File: config.mk
export PLATFORM = sky130hd
export DESIGN_NAME = switch_current_sense_scanner_top_flat
export DESIGN_NICKNAME = d
export VERILOG_FILES = /design/src/rtl/core/scs_pkg.sv /design/src/rtl/core/scs_if.sv /design/src/rtl/core/scs_div.sv /design/src/rtl/core/scs_dp.sv /design/src/rtl/core/scs_ctrl.sv /design/src/rtl/core/switch_current_sense_scanner_top.sv /design/src/flat_wrapper.sv
export SDC_FILE = /design/constraint.sdc
export NUM_CORES = 1
export LEC_CHECK = 0
export ABC_AREA = 1
export BUFFER_PORTS_ARGS = -buffer_cell sky130_fd_sc_hd__buf_4
export CELL_PAD_IN_SITES_DETAIL_PLACEMENT = 0
export CELL_PAD_IN_SITES_GLOBAL_PLACEMENT = 1
export CORE_MARGIN = 2
export CORE_UTILIZATION = 48
export CTS_BUF_LIST = sky130_fd_sc_hd__clkbuf_16
export DETAILED_ROUTE_END_ITERATION = 10
export GPL_TIMING_DRIVEN = 0
export PLACE_DENSITY_LB_ADDON = 0.25
export SLEW_MARGIN = 20
export SYNTH_ARGS = -nofsm -noshare
export SYNTH_HDL_FRONTEND = slang
export SYNTH_HIERARCHICAL = 1
export SYNTH_SLANG_ARGS = --single-unit
File: constraint.sdc
create_clock -name clk_i -period 7.1 [get_ports clk_i]
set_clock_uncertainty 0.15 [all_clocks]
set_input_delay 1.42 -clock clk_i [delete_from_list [all_inputs] [get_ports clk_i]]
set_output_delay 1.42 -clock clk_i [all_outputs]
set_load 0.05 [all_outputs]
File: src/rtl/core/scs_pkg.sv
// Shared constants, codes and controller/datapath types for the scanner.
// No dependencies.
package scs_pkg;

  localparam int unsigned NumOutputs  = 16;
  localparam int unsigned GroupSplit  = 8;
  localparam int unsigned MaxSamples  = 4095;

  localparam int unsigned IdxW   = 4;
  localparam int unsigned ValW   = 12;
  localparam int unsigned SumW   = 24;
  localparam int unsigned CntW   = 12;
  localparam int unsigned MaskW  = 16;
  localparam int unsigned CfgIdxW = 2;

  localparam logic [ValW-1:0] ThresholdReset = 12'd5;
  localparam logic [IdxW-1:0] FirstReset     = 4'd0;
  localparam logic [IdxW-1:0] LastReset      = 4'd15;

  // action codes
  localparam logic ActTick   = 1'b0;
  localparam logic ActSample = 1'b1;

  // group codes
  localparam logic GroupA = 1'b0;

  // configuration register indexes
  localparam logic [CfgIdxW-1:0] CfgFirstIndex = 2'd0;
  localparam logic [CfgIdxW-1:0] CfgLastIndex  = 2'd1;
  localparam logic [CfgIdxW-1:0] CfgThreshold  = 2'd2;

  typedef struct packed {
    logic accum;         // sample beat accepted
    logic start;         // start-phase tick
    logic div_go;        // finish tick with samples: launch divide
    logic finish_empty;  // finish tick, zero count
    logic finish_quot;   // divide done, finish with quotient
  } dp_cmd_t;

  typedef struct packed {
    logic converting;
    logic cnt_zero;      // count of the current index's group is zero
    logic div_done;
  } dp_sts_t;

  typedef struct packed {
    logic [IdxW-1:0]  scan_position;
    logic             sense_active;
    logic [ValW-1:0]  average_reading;
    logic             no_samples;
    logic [MaskW-1:0] error_mask;
  } res_t;

endpackage

File: src/rtl/core/scs_if.sv
// Valid/ready channel interfaces for scanner input and result beats.
// Depends on nothing.
interface scs_in_if;
  logic        valid;
  logic        ready;
  logic        action;
  logic        sample_group;
  logic [11:0] sample_value;

  modport source (output valid, action, sample_group, sample_value, input ready);
  modport sink   (input valid, action, sample_group, sample_value, output ready);
endinterface

interface scs_out_if;
  logic        valid;
  logic        ready;
  logic [3:0]  scan_position;
  logic        sense_active;
  logic [11:0] average_reading;
  logic        no_samples;
  logic [15:0] error_mask;

  modport source (output valid, scan_position, sense_active, average_reading, no_samples,
                  error_mask, input ready);
  modport sink   (input valid, scan_position, sense_active, average_reading, no_samples,
                  error_mask, output ready);
endinterface

File: src/rtl/core/scs_div.sv
// Iterative restoring divider, one quotient bit per cycle.
// Depends on scs_pkg. Caller guarantees quotient < 2**ValW.
module scs_div (
  input  logic                       clk_i,
  input  logic                       rst_ni,
  input  logic                       go_i,
  input  logic [scs_pkg::SumW-1:0]   dividend_i,
  input  logic [scs_pkg::CntW-1:0]   divisor_i,
  output logic                       done_o,
  output logic [scs_pkg::ValW-1:0]   quot_o
);
  import scs_pkg::*;

  localparam int unsigned StepW = $clog2(ValW);

  logic             busy_q;
  logic             done_q;
  logic [StepW-1:0] step_q;
  logic [CntW-1:0]  rem_q, rem_d;
  logic [ValW-1:0]  low_q, low_d;
  logic [CntW-1:0]  den_q;
  logic [CntW:0]    trial;
  logic             qbit;

  always_comb begin
    trial = {rem_q, low_q[ValW-1]};
    qbit  = (trial >= {1'b0, den_q});
    rem_d = qbit ? CntW'(trial - {1'b0, den_q}) : trial[CntW-1:0];
    low_d = {low_q[ValW-2:0], qbit};
  end

  always_ff @(posedge clk_i or negedge rst_ni) begin
    if (!rst_ni) begin
      busy_q <= 1'b0;
      done_q <= 1'b0;
      step_q <= '0;
    end else begin
      done_q <= 1'b0;
      if (go_i) begin
        busy_q <= 1'b1;
        step_q <= '0;
      end else if (busy_q) begin
        step_q <= step_q + StepW'(1);
        if (step_q == StepW'(ValW - 1)) begin
          busy_q <= 1'b0;
          done_q <= 1'b1;
        end
      end
    end
  end

  // upper dividend half is below the divisor, so it seeds the remainder
  always_ff @(posedge clk_i) begin
    if (go_i) begin
      rem_q <= dividend_i[SumW-1:ValW];
      low_q <= dividend_i[ValW-1:0];
      den_q <= divisor_i;
    end else if (busy_q) begin
      rem_q <= rem_d;
      low_q <= low_d;
    end
  end

  assign done_o = done_q;
  assign quot_o = low_q;

endmodule

File: src/rtl/core/scs_dp.sv
// Scanner datapath: config registers, sums/counts, scan index, error mask,
// result register. Depends on scs_pkg and scs_div.
module scs_dp (
  input  logic                          clk_i,
  input  logic                          rst_ni,
  input  logic                          cfg_we_i,
  input  logic [scs_pkg::CfgIdxW-1:0]   cfg_idx_i,
  input  logic [scs_pkg::ValW-1:0]      cfg_data_i,
  input  logic                          sample_group_i,
  input  logic [scs_pkg::ValW-1:0]      sample_value_i,
  input  scs_pkg::dp_cmd_t              cmd_i,
  output scs_pkg::dp_sts_t              sts_o,
  output scs_pkg::res_t                 res_o
);
  import scs_pkg::*;

  logic [IdxW-1:0]  first_q, last_q;
  logic [ValW-1:0]  thresh_q;
  logic             conv_q;
  logic [IdxW-1:0]  scan_q, scan_d;
  logic [SumW-1:0]  sum_a_q, sum_b_q;
  logic [CntW-1:0]  cnt_a_q, cnt_b_q;
  logic [MaskW-1:0] mask_q, mask_d;
  res_t             res_q;

  logic             sel_a;
  logic [SumW-1:0]  sel_sum;
  logic [CntW-1:0]  sel_cnt;
  logic             div_done;
  logic [ValW-1:0]  quot;
  logic [ValW-1:0]  avg;
  logic             finish;
  logic [IdxW:0]    nxt;

  assign sel_a   = (scan_q < IdxW'(GroupSplit));
  assign sel_sum = sel_a ? sum_a_q : sum_b_q;
  assign sel_cnt = sel_a ? cnt_a_q : cnt_b_q;
  assign finish  = cmd_i.finish_empty | cmd_i.finish_quot;
  assign avg     = cmd_i.finish_quot ? quot : '0;

  scs_div u_div (
    .clk_i      (clk_i),
    .rst_ni     (rst_ni),
    .go_i       (cmd_i.div_go),
    .dividend_i (sel_sum),
    .divisor_i  (sel_cnt),
    .done_o     (div_done),
    .quot_o     (quot)
  );

  always_comb begin
    mask_d = mask_q;
    if ({1'b0, scan_q} < (IdxW+1)'(NumOutputs)) begin
      mask_d[scan_q] = (avg >= thresh_q);
    end
    nxt    = {1'b0, scan_q} + (IdxW+1)'(1);
    scan_d = nxt[IdxW-1:0];
    if (nxt > {1'b0, last_q} || nxt >= (IdxW+1)'(NumOutputs)) begin
      scan_d = first_q;
    end
  end

  always_ff @(posedge clk_i or negedge rst_ni) begin
    if (!rst_ni) begin
      first_q  <= FirstReset;
      last_q   <= LastReset;
      thresh_q <= ThresholdReset;
      conv_q   <= 1'b0;
      scan_q   <= FirstReset;
      sum_a_q  <= '0;
      sum_b_q  <= '0;
      cnt_a_q  <= '0;
      cnt_b_q  <= '0;
      mask_q   <= '0;
    end else begin
      if (cfg_we_i) begin
        case (cfg_idx_i)
          CfgFirstIndex: begin
            first_q <= cfg_data_i[IdxW-1:0];
            if (!conv_q) begin
              scan_q <= cfg_data_i[IdxW-1:0];
            end
          end
          CfgLastIndex: last_q   <= cfg_data_i[IdxW-1:0];
          CfgThreshold: thresh_q <= cfg_data_i;
          default: ;
        endcase
      end
      if (cmd_i.accum && conv_q) begin
        if (sample_group_i == GroupA) begin
          if (cnt_a_q < CntW'(MaxSamples)) begin
            sum_a_q <= sum_a_q + SumW'(sample_value_i);
            cnt_a_q <= cnt_a_q + CntW'(1);
          end
        end else begin
          if (cnt_b_q < CntW'(MaxSamples)) begin
            sum_b_q <= sum_b_q + SumW'(sample_value_i);
            cnt_b_q <= cnt_b_q + CntW'(1);
          end
        end
      end
      if (cmd_i.start) begin
        conv_q  <= 1'b1;
        sum_a_q <= '0;
        sum_b_q <= '0;
        cnt_a_q <= '0;
        cnt_b_q <= '0;
      end
      if (finish) begin
        conv_q <= 1'b0;
        mask_q <= mask_d;
        scan_q <= scan_d;
      end
    end
  end

  always_ff @(posedge clk_i) begin
    if (cmd_i.start) begin
      res_q.scan_position   <= scan_q;
      res_q.sense_active    <= 1'b1;
      res_q.average_reading <= '0;
      res_q.no_samples      <= 1'b0;
      res_q.error_mask      <= mask_q;
    end else if (finish) begin
      res_q.scan_position   <= scan_q;
      res_q.sense_active    <= 1'b0;
      res_q.average_reading <= avg;
      res_q.no_samples      <= cmd_i.finish_empty;
      res_q.error_mask      <= mask_d;
    end
  end

  assign sts_o.converting = conv_q;
  assign sts_o.cnt_zero   = (sel_cnt == '0);
  assign sts_o.div_done   = div_done;
  assign res_o            = res_q;

endmodule

File: src/rtl/core/scs_ctrl.sv
// Scanner controller: input handshake, phase decode, divide wait, result valid.
// Depends on scs_pkg.
module scs_ctrl (
  input  logic              clk_i,
  input  logic              rst_ni,
  input  logic              in_valid_i,
  input  logic              in_action_i,
  output logic              in_ready_o,
  output logic              out_valid_o,
  input  logic              out_ready_i,
  input  scs_pkg::dp_sts_t  sts_i,
  output scs_pkg::dp_cmd_t  cmd_o
);
  import scs_pkg::*;

  typedef enum logic {StIdle, StDivide} state_e;

  state_e state_q;
  logic   out_valid_q;
  logic   accept;
  logic   tick;

  assign in_ready_o = (state_q == StIdle) && (!out_valid_q || out_ready_i);
  assign accept     = in_valid_i && in_ready_o;
  assign tick       = accept && (in_action_i == ActTick);

  always_comb begin
    cmd_o.accum        = accept && (in_action_i == ActSample);
    cmd_o.start        = tick && !sts_i.converting;
    cmd_o.div_go       = tick && sts_i.converting && !sts_i.cnt_zero;
    cmd_o.finish_empty = tick && sts_i.converting && sts_i.cnt_zero;
    cmd_o.finish_quot  = (state_q == StDivide) && sts_i.div_done;
  end

  always_ff @(posedge clk_i or negedge rst_ni) begin
    if (!rst_ni) begin
      state_q     <= StIdle;
      out_valid_q <= 1'b0;
    end else begin
      case (state_q)
        StIdle: begin
          if (cmd_o.div_go) begin
            state_q <= StDivide;
          end
        end
        StDivide: begin
          if (sts_i.div_done) begin
            state_q <= StIdle;
          end
        end
        default: state_q <= StIdle;
      endcase
      if (cmd_o.start || cmd_o.finish_empty || cmd_o.finish_quot) begin
        out_valid_q <= 1'b1;
      end else if (out_ready_i) begin
        out_valid_q <= 1'b0;
      end
    end
  end

  assign out_valid_o = out_valid_q;

endmodule

File: src/rtl/core/switch_current_sense_scanner_top.sv
// Scans switch outputs one at a time for overcurrent. A sample beat gives no
// result. A start-phase tick, or a finish-phase tick whose group saw no
// samples, gives one result beat. A finish-phase tick with samples launches
// the 12-step, one-bit-per-cycle divider that forms the group average, then
// loads the result; no new beat is taken meanwhile. A new beat is taken while
// a result is pending only if that result leaves in the same cycle.
// Configuration writes are taken at any time but belong in idle.
// Depends on scs_pkg, scs_if, scs_ctrl, scs_dp, scs_div.
module switch_current_sense_scanner_top (
  input  logic                         clk_i,
  input  logic                         rst_ni,
  input  logic                         cfg_we_i,
  input  logic [scs_pkg::CfgIdxW-1:0]  cfg_idx_i,
  input  logic [scs_pkg::ValW-1:0]     cfg_data_i,
  scs_in_if.sink                       in_i,
  scs_out_if.source                    out_o
);
  import scs_pkg::*;

  dp_cmd_t cmd;
  dp_sts_t sts;
  res_t    res;

  scs_ctrl u_ctrl (
    .clk_i       (clk_i),
    .rst_ni      (rst_ni),
    .in_valid_i  (in_i.valid),
    .in_action_i (in_i.action),
    .in_ready_o  (in_i.ready),
    .out_valid_o (out_o.valid),
    .out_ready_i (out_o.ready),
    .sts_i       (sts),
    .cmd_o       (cmd)
  );

  scs_dp u_dp (
    .clk_i          (clk_i),
    .rst_ni         (rst_ni),
    .cfg_we_i       (cfg_we_i),
    .cfg_idx_i      (cfg_idx_i),
    .cfg_data_i     (cfg_data_i),
    .sample_group_i (in_i.sample_group),
    .sample_value_i (in_i.sample_value),
    .cmd_i          (cmd),
    .sts_o          (sts),
    .res_o          (res)
  );

  assign out_o.scan_position   = res.scan_position;
  assign out_o.sense_active    = res.sense_active;
  assign out_o.average_reading = res.average_reading;
  assign out_o.no_samples      = res.no_samples;
  assign out_o.error_mask      = res.error_mask;

endmodule

File: src/flat_wrapper.sv
// flat-port wrapper written by rule: the top's interface ports become plain ports
module switch_current_sense_scanner_top_flat import scs_pkg::*;
  (clk_i, rst_ni, cfg_we_i, cfg_idx_i, cfg_data_i, in_i_valid, in_i_action, in_i_sample_group, in_i_sample_value, in_i_ready, out_o_valid, out_o_scan_position, out_o_sense_active, out_o_average_reading, out_o_no_samples, out_o_error_mask, out_o_ready);
  scs_in_if in_i_i ();
  scs_out_if out_o_i ();
  input  logic clk_i;
  input  logic rst_ni;
  input  logic cfg_we_i;
  input  logic [scs_pkg::CfgIdxW-1:0] cfg_idx_i;
  input  logic [scs_pkg::ValW-1:0] cfg_data_i;
  input wire logic [$bits(in_i_i.valid)-1:0] in_i_valid;
  input wire logic [$bits(in_i_i.action)-1:0] in_i_action;
  input wire logic [$bits(in_i_i.sample_group)-1:0] in_i_sample_group;
  input wire logic [$bits(in_i_i.sample_value)-1:0] in_i_sample_value;
  output wire logic [$bits(in_i_i.ready)-1:0] in_i_ready;
  output wire logic [$bits(out_o_i.valid)-1:0] out_o_valid;
  output wire logic [$bits(out_o_i.scan_position)-1:0] out_o_scan_position;
  output wire logic [$bits(out_o_i.sense_active)-1:0] out_o_sense_active;
  output wire logic [$bits(out_o_i.average_reading)-1:0] out_o_average_reading;
  output wire logic [$bits(out_o_i.no_samples)-1:0] out_o_no_samples;
  output wire logic [$bits(out_o_i.error_mask)-1:0] out_o_error_mask;
  input wire logic [$bits(out_o_i.ready)-1:0] out_o_ready;
  assign in_i_i.valid = in_i_valid;
  assign in_i_i.action = in_i_action;
  assign in_i_i.sample_group = in_i_sample_group;
  assign in_i_i.sample_value = in_i_sample_value;
  assign in_i_ready = in_i_i.ready;
  assign out_o_valid = out_o_i.valid;
  assign out_o_scan_position = out_o_i.scan_position;
  assign out_o_sense_active = out_o_i.sense_active;
  assign out_o_average_reading = out_o_i.average_reading;
  assign out_o_no_samples = out_o_i.no_samples;
  assign out_o_error_mask = out_o_i.error_mask;
  assign out_o_i.ready = out_o_ready;
  switch_current_sense_scanner_top u_core (.clk_i(clk_i), .rst_ni(rst_ni), .cfg_we_i(cfg_we_i), .cfg_idx_i(cfg_idx_i), .cfg_data_i(cfg_data_i), .in_i(in_i_i), .out_o(out_o_i));
endmodule
==> metrics.md <==
| Metric | Value |
|---|---|
| Status | finished clean |
| Hold Violations, Final | 0 |
| Cells taking the most area after synthesis | dfrtp_1 (24%), nand2_1 (16%), edfxtp_1 (14%) |
| Crit path max fanout | 24 |
| CP bufs+invs | 6 |
| Worst IR Drop VDD | 0.1953 mV |
| Vias in the first global route | 10270 |
| Clock transition at the registers of the reported paths | 80 ps |
| Most used DFF post-synth | dfrtp_1 |
| Max Freq | 0.2523 GHz |
| Yosys warnings | 6 |
| Slew HR | 43.76% |
| Clk pwr share | 18.6% |
| Detailed placement HPWL | 25270 um |
| Synth top area share | 23.86% |
| Seq pwr share | 34.8% |
| Synthesized Nets | 1734 |
| Post-layout worst setup margin | 3136 ps |
| Die area | 26410 um^2 |
| Max cap viols | 0 |
| DP Worst Slack | 2376 ps |
| Post-layout minimum cycle time | 3964 ps |
| CP peak stage delay | 540 ps |
| Total grt overflow | 0 |
| Initial Util | 48.46% |
| DRC | 0 |
| Core Rows | 58 |
| CP Cell Sequence | buf_2 -> o21ai_0 -> nor4_1 -> and3_1 -> inv_1 -> nand3_1 -> inv_1 -> buf_2 -> clkinv_1 -> clkbuf_1 -> nand2_2 |
| CTS Buffer Depth | 2 |
| Layout area overhead | 12.86% |
| First-pass GRT wire length | 53050 um |
| H-Tree Level Count | 4 |
| Layout cells sized above 1 | 10.06% |
| Nets@finish | 1822 |
| Tot GR Track Use | 25.65% |
| Largest area contributor in the netlist | dfrtp_1 |
| Filler cells | 2466 |
| Synth cell types | 50 |
| WHS Path Cells | 2 |
| Drt wl/cell | 16.01 um |
| Reg2reg start | u_core/u_dp/scan_q[3] |
| Slowest CP cell | nand2_2 |
| Count leader, synth | nand2_1 |
| Seq cells post-synth | 191 |
| Min-delay worst type | register to register |
| CTS tree | yes |
| Async SR Flop Fraction | 63.35% |
| Pin count of the biggest net entering global routing | 72 |
| Setup Total Neg Slack | 0 ps |
| Gate power share | 46.6% |
| Worst R2R Path Depth | 11 |
| DRT Pass-1 Iters | 8 |
| Worst setup EP type | register |
| Post-route ant nets | 0 |
| PostCTS Resize Cnt | 0 |
| Pwr dens | 383.5 nW/um^2 |
| Post-Syn Instances | 1639 |
| R2r setup slk | 3140 ps |
| Hold Startpoint | u_core/u_dp/res_o[18] |
| Initial antenna violation count | 0 |
| Synthesized area per cell | 7.359 um^2 |
| Vias per std cell | 5.245 |
| ANT cells | 0 |
| Sw frac | 45.60% |
| Placer Congestion | 0.9210 |
| Most frequent cells after synthesis | nand2_1 (499), inv_1 (224), nor2_1 (151), dfrtp_1 (115) |
| # IOs | 69 |
| Buffers on Ports | 68 |
| Clk_lat worst skew | 440 ps |
| Core footprint | 24890 um^2 |
| Final Core Density | 54.69% |
| Post-CTS setup buffer count | 0 |
| Post-synthesis sequential area ratio | 41.43% |
| Max-slew violations | 0 |
| Crit path DAT | 3880 ps |
| Setup Viol. Count Final | 0 |
| Top delay family on crit path | buffers and inverters |
| Fin crit share | 55.83% |
| Die Wd | 162.5 um |
| EDFF count, synth | 56 |
| Int Power | 2840 uW |
| Critical Path RT | 7020 ps |
| R2R Path End | u_core/u_dp/u_div/rem_q[1] |
| Clk sinks | 191 |
| Synthesized cell area | 12060 um^2 |
| Worst Tran Pin Value | 842.7 ps |
| CTS Buf Count | 17 |
| Post-CTS Hold Fix Bufs | 0 |
| Worst setup SP type | register |
| Initial DRC count | 973 |
| Via count | 10860 |
| Unrepaired setup endpoints after global routing | no |
| WHS Endpoint | u_core/u_dp/res_o[18] |
| Kind of critical path | register to register |
| Routed WL | 33150 um |
| DIE HEIGHT | 162.5 um |
| P_sw | 2381 uW |
| Root buffer cell | clkbuf_16 |
| Leak pwr | 0.006754 uW |
placed cells by master (no fill, tap or decap), drive strengths merged, types with 11 or more instances in the layout:
cell / count
dfxtp: 14
o21a: 11
ha: 59
buf: 95
xnor2: 14
dfrtp: 115
a21oi: 81
nor2: 164
o21ai: 117
clkbuf: 34
nand4: 42
nand2: 508
inv: 237
nand3: 112
nor3: 18
edfxtp: 56
layout make-up:
class	instances	area, um^2	area share [%]
buffer	45	279.0	2.050
timing repair buffer	69	545.5	4.007
clock inverter	15	165.2	1.213
clock buffer	17	425.4	3.125
sequential	191	4997	36.71
tap	330	412.9	3.033
multi-input combinational	1173	5923	43.51
inverter	230	864.6	6.351
worst max-delay path by stage:
stage                                startpoint                          end  slack, ps  cells past startpoint
after floorplan                     out_o_ready  u_core/u_dp/u_div/quot_o[0]       3270                     10
after global placement              in_i_action   u_core/u_dp/u_div/rem_q[8]       2490                     10
after detailed placement            out_o_ready   u_core/u_dp/u_div/rem_q[4]       2380                     11
after CTS                 u_core/u_dp/scan_q[3]   u_core/u_dp/u_div/rem_q[1]       2800                     13
after global routing      u_core/u_dp/scan_q[3]  u_core/u_dp/u_div/quot_o[0]       2850                     12
final                     u_core/u_dp/scan_q[3]   u_core/u_dp/u_div/rem_q[1]       3140                     11
sequential cells by signal (all words and copies together), names as in the netlist, 4 cells and up:
register                  flops
u_core/u_dp/last_q            4
u_core/u_dp/sum_b_q          24
u_core/u_dp/cnt_a_q          12
u_core/u_dp/res_o            34
u_core/u_dp/thresh_q         12
u_core/u_dp/sum_a_q          24
u_core/u_dp/scan_q            4
u_core/u_dp/u_div/rem_q      12
u_core/u_dp/u_div/quot_o     12
u_core/u_dp/cnt_b_q          12
u_core/u_dp/u_div/den_q      12
u_core/u_dp/u_div/step_q      4
u_core/u_dp/mask_q           16
u_core/u_dp/first_q           4
through the flow:
step | hold slack (ps) | cell area [um^2] | power [uW] | std cells
2_1_floorplan | 303.0 | 12060 | 3540 | 1639
3_3_place_gp | 303.7 | 12990 | 4191 | 2037
3_5_place_dp | 306.4 | 13020 | 4247 | 2038
4_1_cts | 319.7 | 13610 | 5231 | 2070
5_1_grt | 329.6 | 13610 | 5638 | 2070
6_report | 316.2 | 13610 | 5221 | 2070
cell families (layout without fill, tap and decap cells):
| family | Yosys count | in the layout | synth area share, % |
|---|---|---|---|
| xor gates and xnor gates | 20 | 20 | 1.452 |
| and+or+nand+nor | 858 | 858 | 30.56 |
| adders and majority gates | 62 | 62 | 6.618 |
| AOI/OAI and AO/OA | 233 | 233 | 10.46 |
| buffers and inverters | 275 | 376 | 9.481 |
| DFF | 191 | 191 | 41.43 |
worst register-to-register path: stages (launching register included):
cell	delay, ps
dfrtp_1	440
buf_2	220
o21ai_0	400
nor4_1	110
and3_1	220
inv_1	50
nand3_1	100
inv_1	380
buf_2	330
clkinv_1	340
clkbuf_1	330
nand2_2	540
power groups by stage:
stage               registers [uW]  clock network, uW  logic [uW]
global route                  1860               1040        2740
global placement              1830                  0        2360
detailed placement            1840                  0        2410
finish                        1820                971        2430
floorplan                     1930                  0        1610
CTS                           1820                991        2420
layer usage:
| metal | global-route usage (%) | vias up | wire (um) |
|---|---|---|---|
| met3 | 3.310 | 48 | 1702 |
| met2 | 41.33 | 284 | 14950 |
| met4 | 6.999 | 0 | 668 |
| met5 | 0 | - | 0 |
| met1 | 36.55 | 5043 | 15820 |
| li1 | - | 5483 | - |
Note: power is estimated with default switching activity, not from simulation.
